===== config.mk =====
export PLATFORM = sky130hd
export DESIGN_NAME = masked_windowed_peak_search_unit
export DESIGN_NICKNAME = d
export VERILOG_FILES = /design/src/design/mwps_pkg.sv /design/src/design/mwps_cfg.sv /design/src/design/mwps_core.sv /design/src/design/masked_windowed_peak_search_unit.sv
export SDC_FILE = /design/constraint.sdc
export NUM_CORES = 1
export LEC_CHECK = 0
export ABC_AREA = 1
export BUFFER_PORTS_ARGS = -buffer_cell sky130_fd_sc_hd__buf_2
export CAP_MARGIN = 15
export CORE_MARGIN = 8
export CORE_UTILIZATION = 40
export DETAILED_ROUTE_END_ITERATION = 7
export GPL_TIMING_DRIVEN = 0
export PLACE_DENSITY_LB_ADDON = 0.1
export SLEW_MARGIN = 20
export SYNTH_ARGS = -nofsm -noshare
export SYNTH_HDL_FRONTEND = slang
export SYNTH_HIERARCHICAL = 1
export SYNTH_SLANG_ARGS = --single-unit

===== constraint.sdc =====
create_clock -name clk -period 4.9 [get_ports clk]
set_input_delay 0.735 -clock clk [delete_from_list [all_inputs] [get_ports clk]]
set_output_delay 0.735 -clock clk [all_outputs]
set_load 0.03 [all_outputs]

===== src/design/mwps_pkg.sv =====
package mwps_pkg;

  // Register field width and defaults
  localparam int CFG_W = 13;
  localparam int PIX_W = 32;
  localparam int MAG_W = 31;
  localparam int DEF_MAX_WIDTH = 4096;
  localparam int DEF_MAX_HEIGHT = 4096;

  localparam logic [MAG_W-1:0] SMALLEST_NORMAL = 31'h0080_0000;
  localparam logic [MAG_W-1:0] INF_MAG = 31'h7F80_0000;

  // Register indexes (byte address = 4 * index)
  localparam logic [2:0] REG_IMAGE_WIDTH = 3'd0;
  localparam logic [2:0] REG_IMAGE_HEIGHT = 3'd1;
  localparam logic [2:0] REG_FIRST_ROW = 3'd2;
  localparam logic [2:0] REG_END_ROW = 3'd3;
  localparam logic [2:0] REG_SIDE_BORDER = 3'd4;
  localparam logic [2:0] REG_EDGE_ROWS = 3'd5;
  localparam logic [2:0] REG_USE_MAGNITUDE = 3'd6;
  localparam logic [2:0] REG_MASK_ENABLE = 3'd7;

  typedef struct packed {
    logic [CFG_W-1:0] image_width;
    logic [CFG_W-1:0] image_height;
    logic [CFG_W-1:0] first_row;
    logic [CFG_W-1:0] end_row;
    logic [CFG_W-1:0] side_border;
    logic [CFG_W-1:0] edge_rows;
    logic             use_magnitude;
    logic             mask_enable;
  } cfg_t;

  typedef struct packed {
    logic             found;
    logic [CFG_W-1:0] peak_col;
    logic [CFG_W-1:0] peak_row;
    logic [PIX_W-1:0] peak_bits;
  } result_t;

endpackage


===== src/design/mwps_cfg.sv =====
module mwps_cfg (
  input  logic           clk,
  input  logic           rst_n,
  input  logic           cfg_psel,
  input  logic           cfg_penable,
  input  logic           cfg_pwrite,
  input  logic [4:0]     cfg_paddr,
  input  logic [31:0]    cfg_pwdata,
  output logic [31:0]    cfg_prdata,
  output logic           cfg_pready,
  output mwps_pkg::cfg_t cfg
);
  import mwps_pkg::*;

  cfg_t       cfg_r;
  cfg_t       cfg_nxt;
  logic       wr_en;
  logic [2:0] idx;

  assign cfg_pready = 1'b1;
  assign wr_en = cfg_psel & cfg_penable & cfg_pwrite;
  assign idx = cfg_paddr[4:2];
  assign cfg = cfg_r;

  // Register write decode
  always_comb begin
    cfg_nxt = cfg_r;
    if (wr_en) begin
      case (idx)
        REG_IMAGE_WIDTH:   cfg_nxt.image_width = cfg_pwdata[CFG_W-1:0];
        REG_IMAGE_HEIGHT:  cfg_nxt.image_height = cfg_pwdata[CFG_W-1:0];
        REG_FIRST_ROW:     cfg_nxt.first_row = cfg_pwdata[CFG_W-1:0];
        REG_END_ROW:       cfg_nxt.end_row = cfg_pwdata[CFG_W-1:0];
        REG_SIDE_BORDER:   cfg_nxt.side_border = cfg_pwdata[CFG_W-1:0];
        REG_EDGE_ROWS:     cfg_nxt.edge_rows = cfg_pwdata[CFG_W-1:0];
        REG_USE_MAGNITUDE: cfg_nxt.use_magnitude = cfg_pwdata[0];
        REG_MASK_ENABLE:   cfg_nxt.mask_enable = cfg_pwdata[0];
        default: ;
      endcase
    end
  end

  always_ff @(posedge clk) begin
    if (!rst_n) begin
      cfg_r.image_width   <= CFG_W'(4096);
      cfg_r.image_height  <= CFG_W'(4096);
      cfg_r.first_row     <= '0;
      cfg_r.end_row       <= CFG_W'(4096);
      cfg_r.side_border   <= '0;
      cfg_r.edge_rows     <= '0;
      cfg_r.use_magnitude <= 1'b0;
      cfg_r.mask_enable   <= 1'b0;
    end else begin
      cfg_r <= cfg_nxt;
    end
  end

  // Read back
  always_comb begin
    cfg_prdata = '0;
    case (idx)
      REG_IMAGE_WIDTH:   cfg_prdata = 32'(cfg_r.image_width);
      REG_IMAGE_HEIGHT:  cfg_prdata = 32'(cfg_r.image_height);
      REG_FIRST_ROW:     cfg_prdata = 32'(cfg_r.first_row);
      REG_END_ROW:       cfg_prdata = 32'(cfg_r.end_row);
      REG_SIDE_BORDER:   cfg_prdata = 32'(cfg_r.side_border);
      REG_EDGE_ROWS:     cfg_prdata = 32'(cfg_r.edge_rows);
      REG_USE_MAGNITUDE: cfg_prdata = 32'(cfg_r.use_magnitude);
      REG_MASK_ENABLE:   cfg_prdata = 32'(cfg_r.mask_enable);
      default:           cfg_prdata = '0;
    endcase
  end

endmodule


===== src/design/mwps_core.sv =====
module mwps_core #(
  parameter int MAX_WIDTH = mwps_pkg::DEF_MAX_WIDTH,
  parameter int MAX_HEIGHT = mwps_pkg::DEF_MAX_HEIGHT
) (
  input  logic                        clk,
  input  logic                        rst_n,
  input  mwps_pkg::cfg_t              cfg,
  input  logic                        step,
  input  logic [mwps_pkg::PIX_W-1:0]  pix,
  input  logic                        mbit,
  output logic                        frame_end,
  output mwps_pkg::result_t           res
);
  import mwps_pkg::*;

  localparam int CW  = $clog2(MAX_WIDTH);
  localparam int RW  = $clog2(MAX_HEIGHT);
  localparam int WDW = $clog2(MAX_WIDTH + 1);
  localparam int HDW = $clog2(MAX_HEIGHT + 1);
  localparam int XW0 = (WDW > HDW) ? WDW : HDW;
  localparam int XW  = ((XW0 > CFG_W) ? XW0 : CFG_W) + 1;

  logic [CW-1:0]    col_r, col_nxt, best_col_r, best_col_nxt;
  logic [RW-1:0]    row_r, row_nxt, best_row_r, best_row_nxt;
  logic [MAG_W-1:0] best_mag_r, best_mag_nxt;
  logic [PIX_W-1:0] best_bits_r, best_bits_nxt;
  logic             have_r, have_nxt;

  logic [XW-1:0] w_x, h_x, col_x, row_x, side_x, edge_x, ylo_x, yhi_x, hme_x;
  logic [XW-1:0] first_x, end_x;
  logic [MAG_W-1:0] mag;
  logic          in_win, ok, take, row_wrap;

  // Clamp image size and widen operands
  always_comb begin
    if (cfg.image_width == '0) w_x = XW'(1);
    else if (XW'(cfg.image_width) > XW'(MAX_WIDTH)) w_x = XW'(MAX_WIDTH);
    else w_x = XW'(cfg.image_width);
    if (cfg.image_height == '0) h_x = XW'(1);
    else if (XW'(cfg.image_height) > XW'(MAX_HEIGHT)) h_x = XW'(MAX_HEIGHT);
    else h_x = XW'(cfg.image_height);
  end

  assign col_x   = XW'(col_r);
  assign row_x   = XW'(row_r);
  assign side_x  = XW'(cfg.side_border);
  assign edge_x  = XW'(cfg.edge_rows);
  assign first_x = XW'(cfg.first_row);
  assign end_x   = XW'(cfg.end_row);
  assign hme_x   = h_x - edge_x;
  assign ylo_x   = (first_x > edge_x) ? first_x : edge_x;
  assign yhi_x   = (end_x < hme_x) ? end_x : hme_x;

  // Window test
  assign in_win = (side_x <= w_x) && (col_x >= side_x) && (col_x < w_x - side_x) &&
                  (edge_x <= h_x) && (row_x >= ylo_x) && (row_x < yhi_x);

  // Qualify the pixel
  assign mag = pix[MAG_W-1:0];
  assign ok = in_win && !(pix[PIX_W-1] && !cfg.use_magnitude) && (mag <= INF_MAG) &&
              !(cfg.mask_enable && !mbit);
  assign take = ok && (mag > best_mag_r);

  assign row_wrap  = (col_x + XW'(1)) >= w_x;
  assign frame_end = row_wrap && ((row_x + XW'(1)) >= h_x);

  // Peak update after this pixel
  always_comb begin
    best_mag_nxt  = best_mag_r;
    best_bits_nxt = best_bits_r;
    best_col_nxt  = best_col_r;
    best_row_nxt  = best_row_r;
    have_nxt      = have_r;
    if (take) begin
      best_mag_nxt  = mag;
      best_bits_nxt = pix;
      best_col_nxt  = col_r;
      best_row_nxt  = row_r;
      have_nxt      = 1'b1;
    end
  end

  // Result of the frame, valid when frame_end
  always_comb begin
    res.found     = have_nxt;
    res.peak_col  = have_nxt ? CFG_W'(best_col_nxt) : w_x[CFG_W-1:0];
    res.peak_row  = have_nxt ? CFG_W'(best_row_nxt) : h_x[CFG_W-1:0];
    res.peak_bits = have_nxt ? best_bits_nxt : '0;
  end

  // Position counters
  always_comb begin
    col_nxt = row_wrap ? '0 : CW'(col_x + XW'(1));
    row_nxt = row_r;
    if (row_wrap) row_nxt = frame_end ? '0 : RW'(row_x + XW'(1));
  end

  always_ff @(posedge clk) begin
    if (!rst_n) begin
      col_r       <= '0;
      row_r       <= '0;
      best_mag_r  <= SMALLEST_NORMAL;
      best_bits_r <= '0;
      best_col_r  <= '0;
      best_row_r  <= '0;
      have_r      <= 1'b0;
    end else if (step) begin
      col_r <= col_nxt;
      row_r <= row_nxt;
      if (frame_end) begin
        best_mag_r  <= SMALLEST_NORMAL;
        best_bits_r <= '0;
        best_col_r  <= '0;
        best_row_r  <= '0;
        have_r      <= 1'b0;
      end else begin
        best_mag_r  <= best_mag_nxt;
        best_bits_r <= best_bits_nxt;
        best_col_r  <= best_col_nxt;
        best_row_r  <= best_row_nxt;
        have_r      <= have_nxt;
      end
    end
  end

endmodule


===== src/design/masked_windowed_peak_search_unit.sv =====
// Masked windowed peak search over a raster-order stream of float pixels.
// Input channel: one pixel per transaction, in_tdata = pixel_bits, in_tuser =
// mask_bit. After the last pixel of a frame one result transaction leaves on
// the output channel: out_tuser = found, out_tdata = peak_col, peak_row and
// peak_bits (image width/height and zero when no pixel qualified).
// The user writes configuration over the APB-style port only while the stream is
// idle (the block does not enforce this): frame geometry, window borders, row range,
// magnitude mode and masking. Throughput: one pixel per cycle, except that a frame's
// last pixel waits while a pending result is stalled. A pixel is captured in an input
// register, then compared and folded into the tracker when it advances; the frame
// result lands in the output register on that same edge, and is offered from there.
// If the receiver stalls with a result pending, pixels keep flowing until a
// second frame end reaches the tracker; that pixel then waits in the input
// register and in_tready drops until the pending result is taken.
// Reset (synchronous, active low) restores register defaults, clears the
// position counters and the peak tracker and empties both registers.
module masked_windowed_peak_search_unit #(
  parameter int MAX_WIDTH = mwps_pkg::DEF_MAX_WIDTH,
  parameter int MAX_HEIGHT = mwps_pkg::DEF_MAX_HEIGHT
) (
  input  logic        clk,
  input  logic        rst_n,
  // Input stream
  input  logic        in_tvalid,
  output logic        in_tready,
  input  logic [31:0] in_tdata,   // [31:0] pixel_bits
  input  logic        in_tuser,   // [0] mask_bit
  // Result stream
  output logic        out_tvalid,
  input  logic        out_tready,
  output logic [63:0] out_tdata,  // [12:0] peak_col, [25:13] peak_row, [57:26] peak_bits
  output logic        out_tuser,  // [0] found
  // Configuration
  input  logic        cfg_psel,
  input  logic        cfg_penable,
  input  logic        cfg_pwrite,
  input  logic [4:0]  cfg_paddr,
  input  logic [31:0] cfg_pwdata,
  output logic [31:0] cfg_prdata,
  output logic        cfg_pready
);
  import mwps_pkg::*;

  cfg_t             cfg;
  logic             s1_valid_r, s1_valid_nxt;
  logic [PIX_W-1:0] s1_pix_r;
  logic             s1_mbit_r;
  logic             out_valid_r, out_valid_nxt;
  result_t          out_r, res;
  logic             frame_end, out_free, s1_adv, in_acc;

  mwps_cfg u_cfg (
    .clk        (clk),
    .rst_n      (rst_n),
    .cfg_psel   (cfg_psel),
    .cfg_penable(cfg_penable),
    .cfg_pwrite (cfg_pwrite),
    .cfg_paddr  (cfg_paddr),
    .cfg_pwdata (cfg_pwdata),
    .cfg_prdata (cfg_prdata),
    .cfg_pready (cfg_pready),
    .cfg        (cfg)
  );

  mwps_core #(
    .MAX_WIDTH (MAX_WIDTH),
    .MAX_HEIGHT(MAX_HEIGHT)
  ) u_core (
    .clk      (clk),
    .rst_n    (rst_n),
    .cfg      (cfg),
    .step     (s1_adv),
    .pix      (s1_pix_r),
    .mbit     (s1_mbit_r),
    .frame_end(frame_end),
    .res      (res)
  );

  // Handshake control
  assign out_free  = !out_valid_r || out_tready;
  assign s1_adv    = s1_valid_r && (!frame_end || out_free);
  assign in_tready = !s1_valid_r || s1_adv;
  assign in_acc    = in_tvalid && in_tready;

  assign s1_valid_nxt  = in_acc ? 1'b1 : (s1_adv ? 1'b0 : s1_valid_r);
  assign out_valid_nxt = (s1_adv && frame_end) ? 1'b1 : (out_tready ? 1'b0 : out_valid_r);

  always_ff @(posedge clk) begin
    if (!rst_n) begin
      s1_valid_r  <= 1'b0;
      out_valid_r <= 1'b0;
    end else begin
      s1_valid_r  <= s1_valid_nxt;
      out_valid_r <= out_valid_nxt;
    end
  end

  // Payload registers
  always_ff @(posedge clk) begin
    if (in_acc) begin
      s1_pix_r  <= in_tdata;
      s1_mbit_r <= in_tuser;
    end
    if (s1_adv && frame_end) begin
      out_r <= res;
    end
  end

  assign out_tvalid = out_valid_r;
  assign out_tuser  = out_r.found;
  assign out_tdata  = {6'b0, out_r.peak_bits, out_r.peak_row, out_r.peak_col};

endmodule


==> impl_results.md, run 1 <==
- VDD IR max: 0.2199 mV
- Post-synth cell types: 49
- P_int: 4809 µW
- Reg-to-reg endpoint: out_tdata[39]
- Die Wd: 227.0 µm
- Largest family of logic cells by synthesized area: simple AND/OR/NAND/NOR gates
- Post-Synth Simple-Gate Area: 0.2726
- Routed WL per cell: 18.45 µm
- CP max stage delay: 340 ps
- Slowest cell on crit path: dfxtp_2
- Post-synthesis mux area share: 0
- Final Skew: 30.06 ps
- Mapped Area: 17,800 µm²
- CTS Hold Bufs: 0
- Grt total ovfl: 0
- Total CTS buffers: 34
- Worst reg2reg startpoint: u_cfg/cfg[58]
- Worst hold stages: 1
- Initial DRC count: 1,449
- FP Rows: 77
- Tightest Pin Transition: 1053 ps
- FFs w/ async S/R, synth: 0
- Final Hold Fails: 0
- Setup ws final: -705.1 ps
- Syn Area/Cell: 7.211 µm²
- Relative slew slack: 0.2888
- Count of input and output buffers: 128
- Leading cell types in the layout, fill and taps excluded: nand2_1, inv_1, nor2_1, dfxtp_1, buf_2
- Post-synthesis sequential area ratio: 0.3733
- Setup TNS: -84,600 ps
- CP max FO: 7
- Clk root buf: clkbuf_16
- Starting Density: 0.4035
- Initial antenna violation count: 0
- Core ar.: 44,120 µm²
- TritonCTS clock tree: built
- Commonest non-fill, non-tap cell in the layout: nand2_1
- Register bit total from synthesis: 286
- Synth Area in XOR/XNOR: 0.01820
- Proportion of layout cells with a drive suffix above 1: 0.2392
- Worst path arrival time: 6010 ps
- Final setup viols: 147
- Clock share of power: 0.392
- Die area: 51,520 µm²
- Synth Area in Compound Gates: 0.1124
- Layout fillers: 4,372
- Unrepaired setup endpoints after global routing: yes
- DR vias: 17,300
- First-pass GRT wire length: 91.89 mm
- Longest Clk Path Bufs: 3
- DP HPWL: 46.43 mm
- EDFF count, synth: 92
- Critical Path Sink: out_tdata[39]
- Largest net degree at the start of global routing: 47
- Failing checks: negative setup slack
- Startpoint types: flop
- Fmax: 178.4 MHz
- Vias in the first global route: 16,180
- Combinational share of power: 0.241
- Cell mode on critical path: nand2_2
- Final Max Slew Viols: 0
- PwrDens: 302.2 nW/µm²
- Global router's overall resource usage: 0.2293
- Vias per inst: 5.189
- Drt drc: 0
- R2R setup slack: -710 ps
- Worst-path clk slew: 60 ps
- Sw Ratio: 0.3055
- Critical Path Start: u_cfg/cfg[58]
- NumNets Final: 2,952
- Routed WL: 61.53 mm
- Synthesis-to-finish area growth: 28.72%
- Final RePlAce weighted congestion: 0.9524
- Top Ports: 177
- Synth Instances: 2,469
- Endpoint class of the critical path: flop
- Crit Path Class: flop to flop
- Period utilization: 1.144
- Die Y: 227.0 µm
- Status: complete, but fails checks
- Post-Synth Adder-Cell Area: 0.1119
- Sequential power share: 0.367
- Min-delay worst type: input port to flop
- Ys Warns: 6
- Placed inst area: 19,300 µm²
- LEAKAGE: 0.009668 µW
- H-tree Lvls: 2
- Worst Path Required: 5310 ps
- Final Instance Area: 22,920 µm²
- Number of max-cap violations: 0
- Switch Pwr: 2116 µW
- Worst-Skew Late Latency: 560 ps
- ANT nets after route: 0
- Clock sinks: 286
- Register-to-Register Path Depth: 35
- Min Clock Period, post-route: 5605 ps
- DRT Pass-1 Iters: 6
- Top FF cell, synth: dfxtp_1
==> worst min-delay path by stage <==
| stage | startpoint | to | slack, ps |
|---|---|---|---|
| final | in_tdata[31] | s1_pix_r[31] | 350 |
| after global routing | in_tdata[5] | s1_pix_r[5] | 340 |
| after CTS | in_tdata[31] | s1_pix_r[31] | 330 |
| after detailed placement | u_core/best_mag_r[28] | u_core/best_mag_r[28] | 450 |
| after global placement | u_core/best_mag_r[23] | u_core/best_mag_r[23] | 450 |
| after floorplan | u_core/best_mag_r[23] | u_core/best_mag_r[23] | 430 |
==> per-layer routing <==
layer / vias to the layer above / routed length (µm) / part of all wire / track usage
met2: 571 / 27300 / 0.44 / 0.3554
met1: 8073 / 28130 / 0.46 / 0.3221
li1: 8573 / - / - / -
met5: - / 0 / 0 / 0
met3: 87 / 4528 / 0.074 / 0.04122
met4: 0 / 1559 / 0.025 / 0.07036
==> power by group through the flow <==
| stage | combinational, µW | clock, µW | sequential (µW) |
|---|---|---|---|
| after floorplan | 801 | 0 | 2570 |
| after global placement | 1100 | 0 | 2590 |
| after detailed placement | 1110 | 0 | 2590 |
| after CTS | 1460 | 2780 | 2540 |
| after global routing | 1820 | 2870 | 2550 |
| final | 1670 | 2720 | 2540 |
==> critical path, delay by kind of cell (launching register included) <==
family,cells,cell delay (ps)
AOI/OAI and AO/OA,6,800
xor gates and xnor gates,1,220
adders and majority gates,3,770
buffers and inverters,7,980
DFF,1,340
and+or+nand+nor,18,2340
==> cell usage after synthesis, types with 2 or more instances <==
master	n	area share
nor2_1	258	0.054
a31oi_1	3	0.0011
o21ai_1	65	0.018
nand4_1	51	0.018
o21a_1	4	0.0017
o21bai_1	3	0.0013
buf_2	39	0.011
clkbuf_1	51	0.011
nand2_4	2	0.0013
edfxtp_1	92	0.16
ha_1	156	0.11
a211oi_1	3	0.0013
a21boi_0	2	0.00084
buf_6	8	0.0051
xnor2_1	10	0.0049
a22oi_1	3	0.0013
a21o_1	5	0.0021
buf_4	29	0.012
nand2_2	5	0.0018
xor2_1	27	0.013
nor3_1	63	0.018
nor4_1	8	0.0028
nand3_2	5	0.0028
nand3_1	189	0.053
buf_1	5	0.0011
dfxtp_1	194	0.22
a21oi_1	180	0.051
o21ai_0	101	0.028
o211ai_1	6	0.0025
conb_1	3	0.00063
nand3b_1	3	0.0013
inv_2	5	0.0011
nand2_1	540	0.11
fa_1	2	0.0022
nor2_2	6	0.0021
inv_1	330	0.070
==> final cells by class <==
type / count / area (µm²) / area share
multi-input cells: 1738 / 10710 / 0.4674
flip-flops and latches: 286 / 6661 / 0.2907
repair buffers: 190 / 1351 / 0.05897
inverters: 336 / 1275 / 0.05564
plain buffers: 131 / 989.7 / 0.04319
clock buffers: 45 / 923.4 / 0.04029
well taps: 592 / 740.7 / 0.03232
clock inverters: 16 / 261.5 / 0.01141
diodes: 1 / 2.502 / 0.0001092
==> sequential cells by signal, summed over array words and instances (netlist names) <==
register / flops
s1_mbit_r: 1
out_tvalid: 1
s1_pix_r: 32
u_core/have_r: 1
out_tdata: 58
u_core/col_r: 12
u_cfg/cfg: 80
u_core/best_bits_r: 32
u_core/best_row_r: 12
u_core/best_mag_r: 31
u_core/row_r: 12
u_core/best_col_r: 12
out_tuser: 1
s1_valid_r: 1
==> through the flow <==
step	cells	total power [µW]	hold slack, ps	util	setup slack [ps]
4_1_cts	3315	6775	330.4	0.4935	-498.6
3_3_place_gp	3212	3687	448.8	0.4368	-1714
5_1_grt	3334	7234	336.9	0.5193	-919.4
3_5_place_dp	3213	3705	453.5	0.4375	-1708
2_1_floorplan	2492	3373	428.9	-	-79.43
6_report	3335	6924	354.6	0.5193	-705.1
==> what timing repair did <==
item	4_1_cts	5_1_grt
setup buffers	34	19
gates resized for setup	232	265
gates cloned	8	2
endpoints found under the setup margin	169	170
pin swaps	56	77
==> kinds of logic after synthesis <==
| kind of cell | count (synthesis) |
|---|---|
| AO/OA/AOI/OAI | 381 |
| XOR/XNOR | 37 |
| adder cells (fa/ha/maj) | 158 |
| buffers and inverters | 468 |
| flip-flops | 286 |
| other | 3 |
| AND/OR/NAND/NOR | 1136 |
(Power assumes the default switching activity.)
==> run 2, diff against run 1 <==
--- a/config.mk
+++ b/config.mk
@@ -13,6 +13,7 @@
 export DETAILED_ROUTE_END_ITERATION = 7
 export GPL_TIMING_DRIVEN = 0
 export PLACE_DENSITY_LB_ADDON = 0.1
+export RECOVER_POWER = 50
 export SLEW_MARGIN = 20
 export SYNTH_ARGS = -nofsm -noshare
 export SYNTH_HDL_FRONTEND = slang
==> impl_results.md, run 2 (same netlist as run 1, synthesis figures left out) <==
- Status: complete, but fails checks
- Failing checks: negative setup slack
- Relative slew slack: 0.2127
- Slowest cell on crit path: dfxtp_2
- Final Max Slew Viols: 0
- Total Power: 6927 µW
- Setup ws final: -698.9 ps
- CP max stage delay: 340 ps
- Proportion of layout cells with a drive suffix above 1: 0.2257
- VDD IR max: 0.2175 mV
- Gr busiest metal: met2
- Min Clock Period, post-route: 5599 ps
- Grt met2 use: 0.3554
- Clock sinks: 286
- FP Rows: 77
- Die area: 51,520 µm²
- Leading cell types in the layout, fill and taps excluded: nand2_1, inv_1, nor2_1, dfxtp_1, nand3_1
- Unrepaired setup endpoints after global routing: yes
- Worst path arrival time: 5960 ps
- H-tree Lvls: 2
- Period utilization: 1.143
- P_int: 4808 µW
- Cell family with most CP delay: simple AND/OR/NAND/NOR gates
- Grt total ovfl: 0
- Pre-CTS setup slack: -1708 ps
- Min-delay worst type: input port to flop
- CP bufs+invs: 6
- Worst-path clk slew: 60 ps
- Synthesis-to-finish area growth: 28.46%
- TritonCTS clock tree: built
- Clk root buf: clkbuf_16
- CP max FO: 10
- Initial DRC count: 1,488
- Final Skew: 23.18 ps
- Commonest non-fill, non-tap cell in the layout: nand2_1
- Largest net degree at the start of global routing: 47
- Worst-Skew Late Latency: 550 ps
- Core ar.: 44,120 µm²
- DP HPWL: 46.43 mm
- Vias per inst: 5.210
- Final setup viols: 147
- Routed WL per cell: 18.49 µm
- Switch Pwr: 2119 µW
- Max reg flops: 80
- Global router's overall resource usage: 0.2293
- Die Y: 227.0 µm
- Die Wd: 227.0 µm
- Starting Density: 0.4035
- Top Ports: 177
- Tightest Pin Transition: 1181 ps
- Hold Slack: 358.0 ps
- Worst Path Required: 5260 ps
- Initial antenna violation count: 0
- First-pass GRT wire length: 91.89 mm
- Fmax: 178.6 MHz
- Sequential power share: 0.367
- Sw Ratio: 0.3059
- Routed WL: 61.65 mm
- Vias in the first global route: 16,180
- Startpoint types: flop
- Clock share of power: 0.393
- LEAKAGE: 0.009609 µW
- Endpoint class of the critical path: flop
- Total CTS buffers: 34
- PwrDens: 302.9 nW/µm²
- DRT Pass-1 Iters: 5
- Met1 usage: 0.3221
- Drt drc: 0
- Final Hold Fails: 0
- Number of max-cap violations: 0
- NumNets Final: 2,952
- Cell mode on critical path: nand2_2
- DR vias: 17,380
- Combinational share of power: 0.240
- Final RePlAce weighted congestion: 0.9524
- Grt met3 use: 0.04122
- ANT nets after route: 0
- Longest Clk Path Bufs: 3
- Count of input and output buffers: 128
- Crit Path Class: flop to flop
run 2: changes by cell type in the layout (fill, tap and decap cells not counted), sizes merged:
cell    delta
buf       -37
clkbuf    +37
run 2: repair_timing:
action | CTS | global route
buffers inserted | 34 | 19
hold buffers | 0 | 0
gates cloned | 8 | 2
pin swaps | 56 | 77
setup endpoints to repair | 169 | 170
gates resized for setup | 232 | 265
run 2: path summary, 6_finish.rpt:
path                                       startpoint                     to  slack, ps  cells after the start
worst max-delay path                    u_cfg/cfg[58]          out_tdata[14]       -700                     34
worst min-delay path                     in_tdata[31]           s1_pix_r[31]        360                      1
worst max register to register          u_cfg/cfg[58]          out_tdata[14]       -700                     34
worst min register to register  u_core/best_mag_r[28]  u_core/best_mag_r[28]        460                      2
run 2: power groups by stage:
stage	Sequential, µW	Combinational [µW]	Clock [µW]
2_1_floorplan	2570	801	0
3_3_place_gp	2590	1100	0
3_5_place_dp	2590	1110	0
4_1_cts	2540	1460	2780
5_1_grt	2550	1810	2870
6_report	2540	1660	2720
run 2: metal layers:
layer / up-vias / wire length [µm] / share of wire
li1: 8573 / - / -
met1: 8177 / 28590 / 0.46
met2: 534 / 27350 / 0.44
met3: 91 / 4135 / 0.067
met4: 0 / 1581 / 0.026
met5: - / 0 / 0
run 2: area by class of cell:
| type | instances | area, µm² |
|---|---|---|
| Inverter | 336 | 1275 |
| Multi-Input combinational cell | 1738 | 10710 |
| Tap cell | 592 | 740.7 |
| Fill cell | 4392 | 21260 |
| Clock buffer | 45 | 923.4 |
| Buffer | 131 | 989.7 |
| Timing Repair Buffer | 190 | 1305 |
| Sequential cell | 286 | 6661 |
| Clock inverter | 16 | 261.5 |
| Antenna cell | 1 | 2.502 |
run 2: through the flow:
| step | std cells | setup TNS [ps] | instance area (µm²) | util |
|---|---|---|---|---|
| 2_1_floorplan | 2492 | -2383 | 17890 | - |
| 3_3_place_gp | 3212 | -271110 | 19270 | 0.4368 |
| 3_5_place_dp | 3213 | -227260 | 19300 | 0.4375 |
| 4_1_cts | 3315 | -59700 | 21770 | 0.4935 |
| 5_1_grt | 3334 | -120030 | 22870 | 0.5182 |
| 6_report | 3335 | -84560 | 22870 | 0.5183 |
run 2: worst reg2reg max path, delay by kind of cell, from the launching register on:
kind	cells	cell delay [ps]
compound gates	7	1020
xor+xnor	1	220
fa+ha+maj	3	780
buf+inv	6	880
flops	1	340
simple gates	17	2210
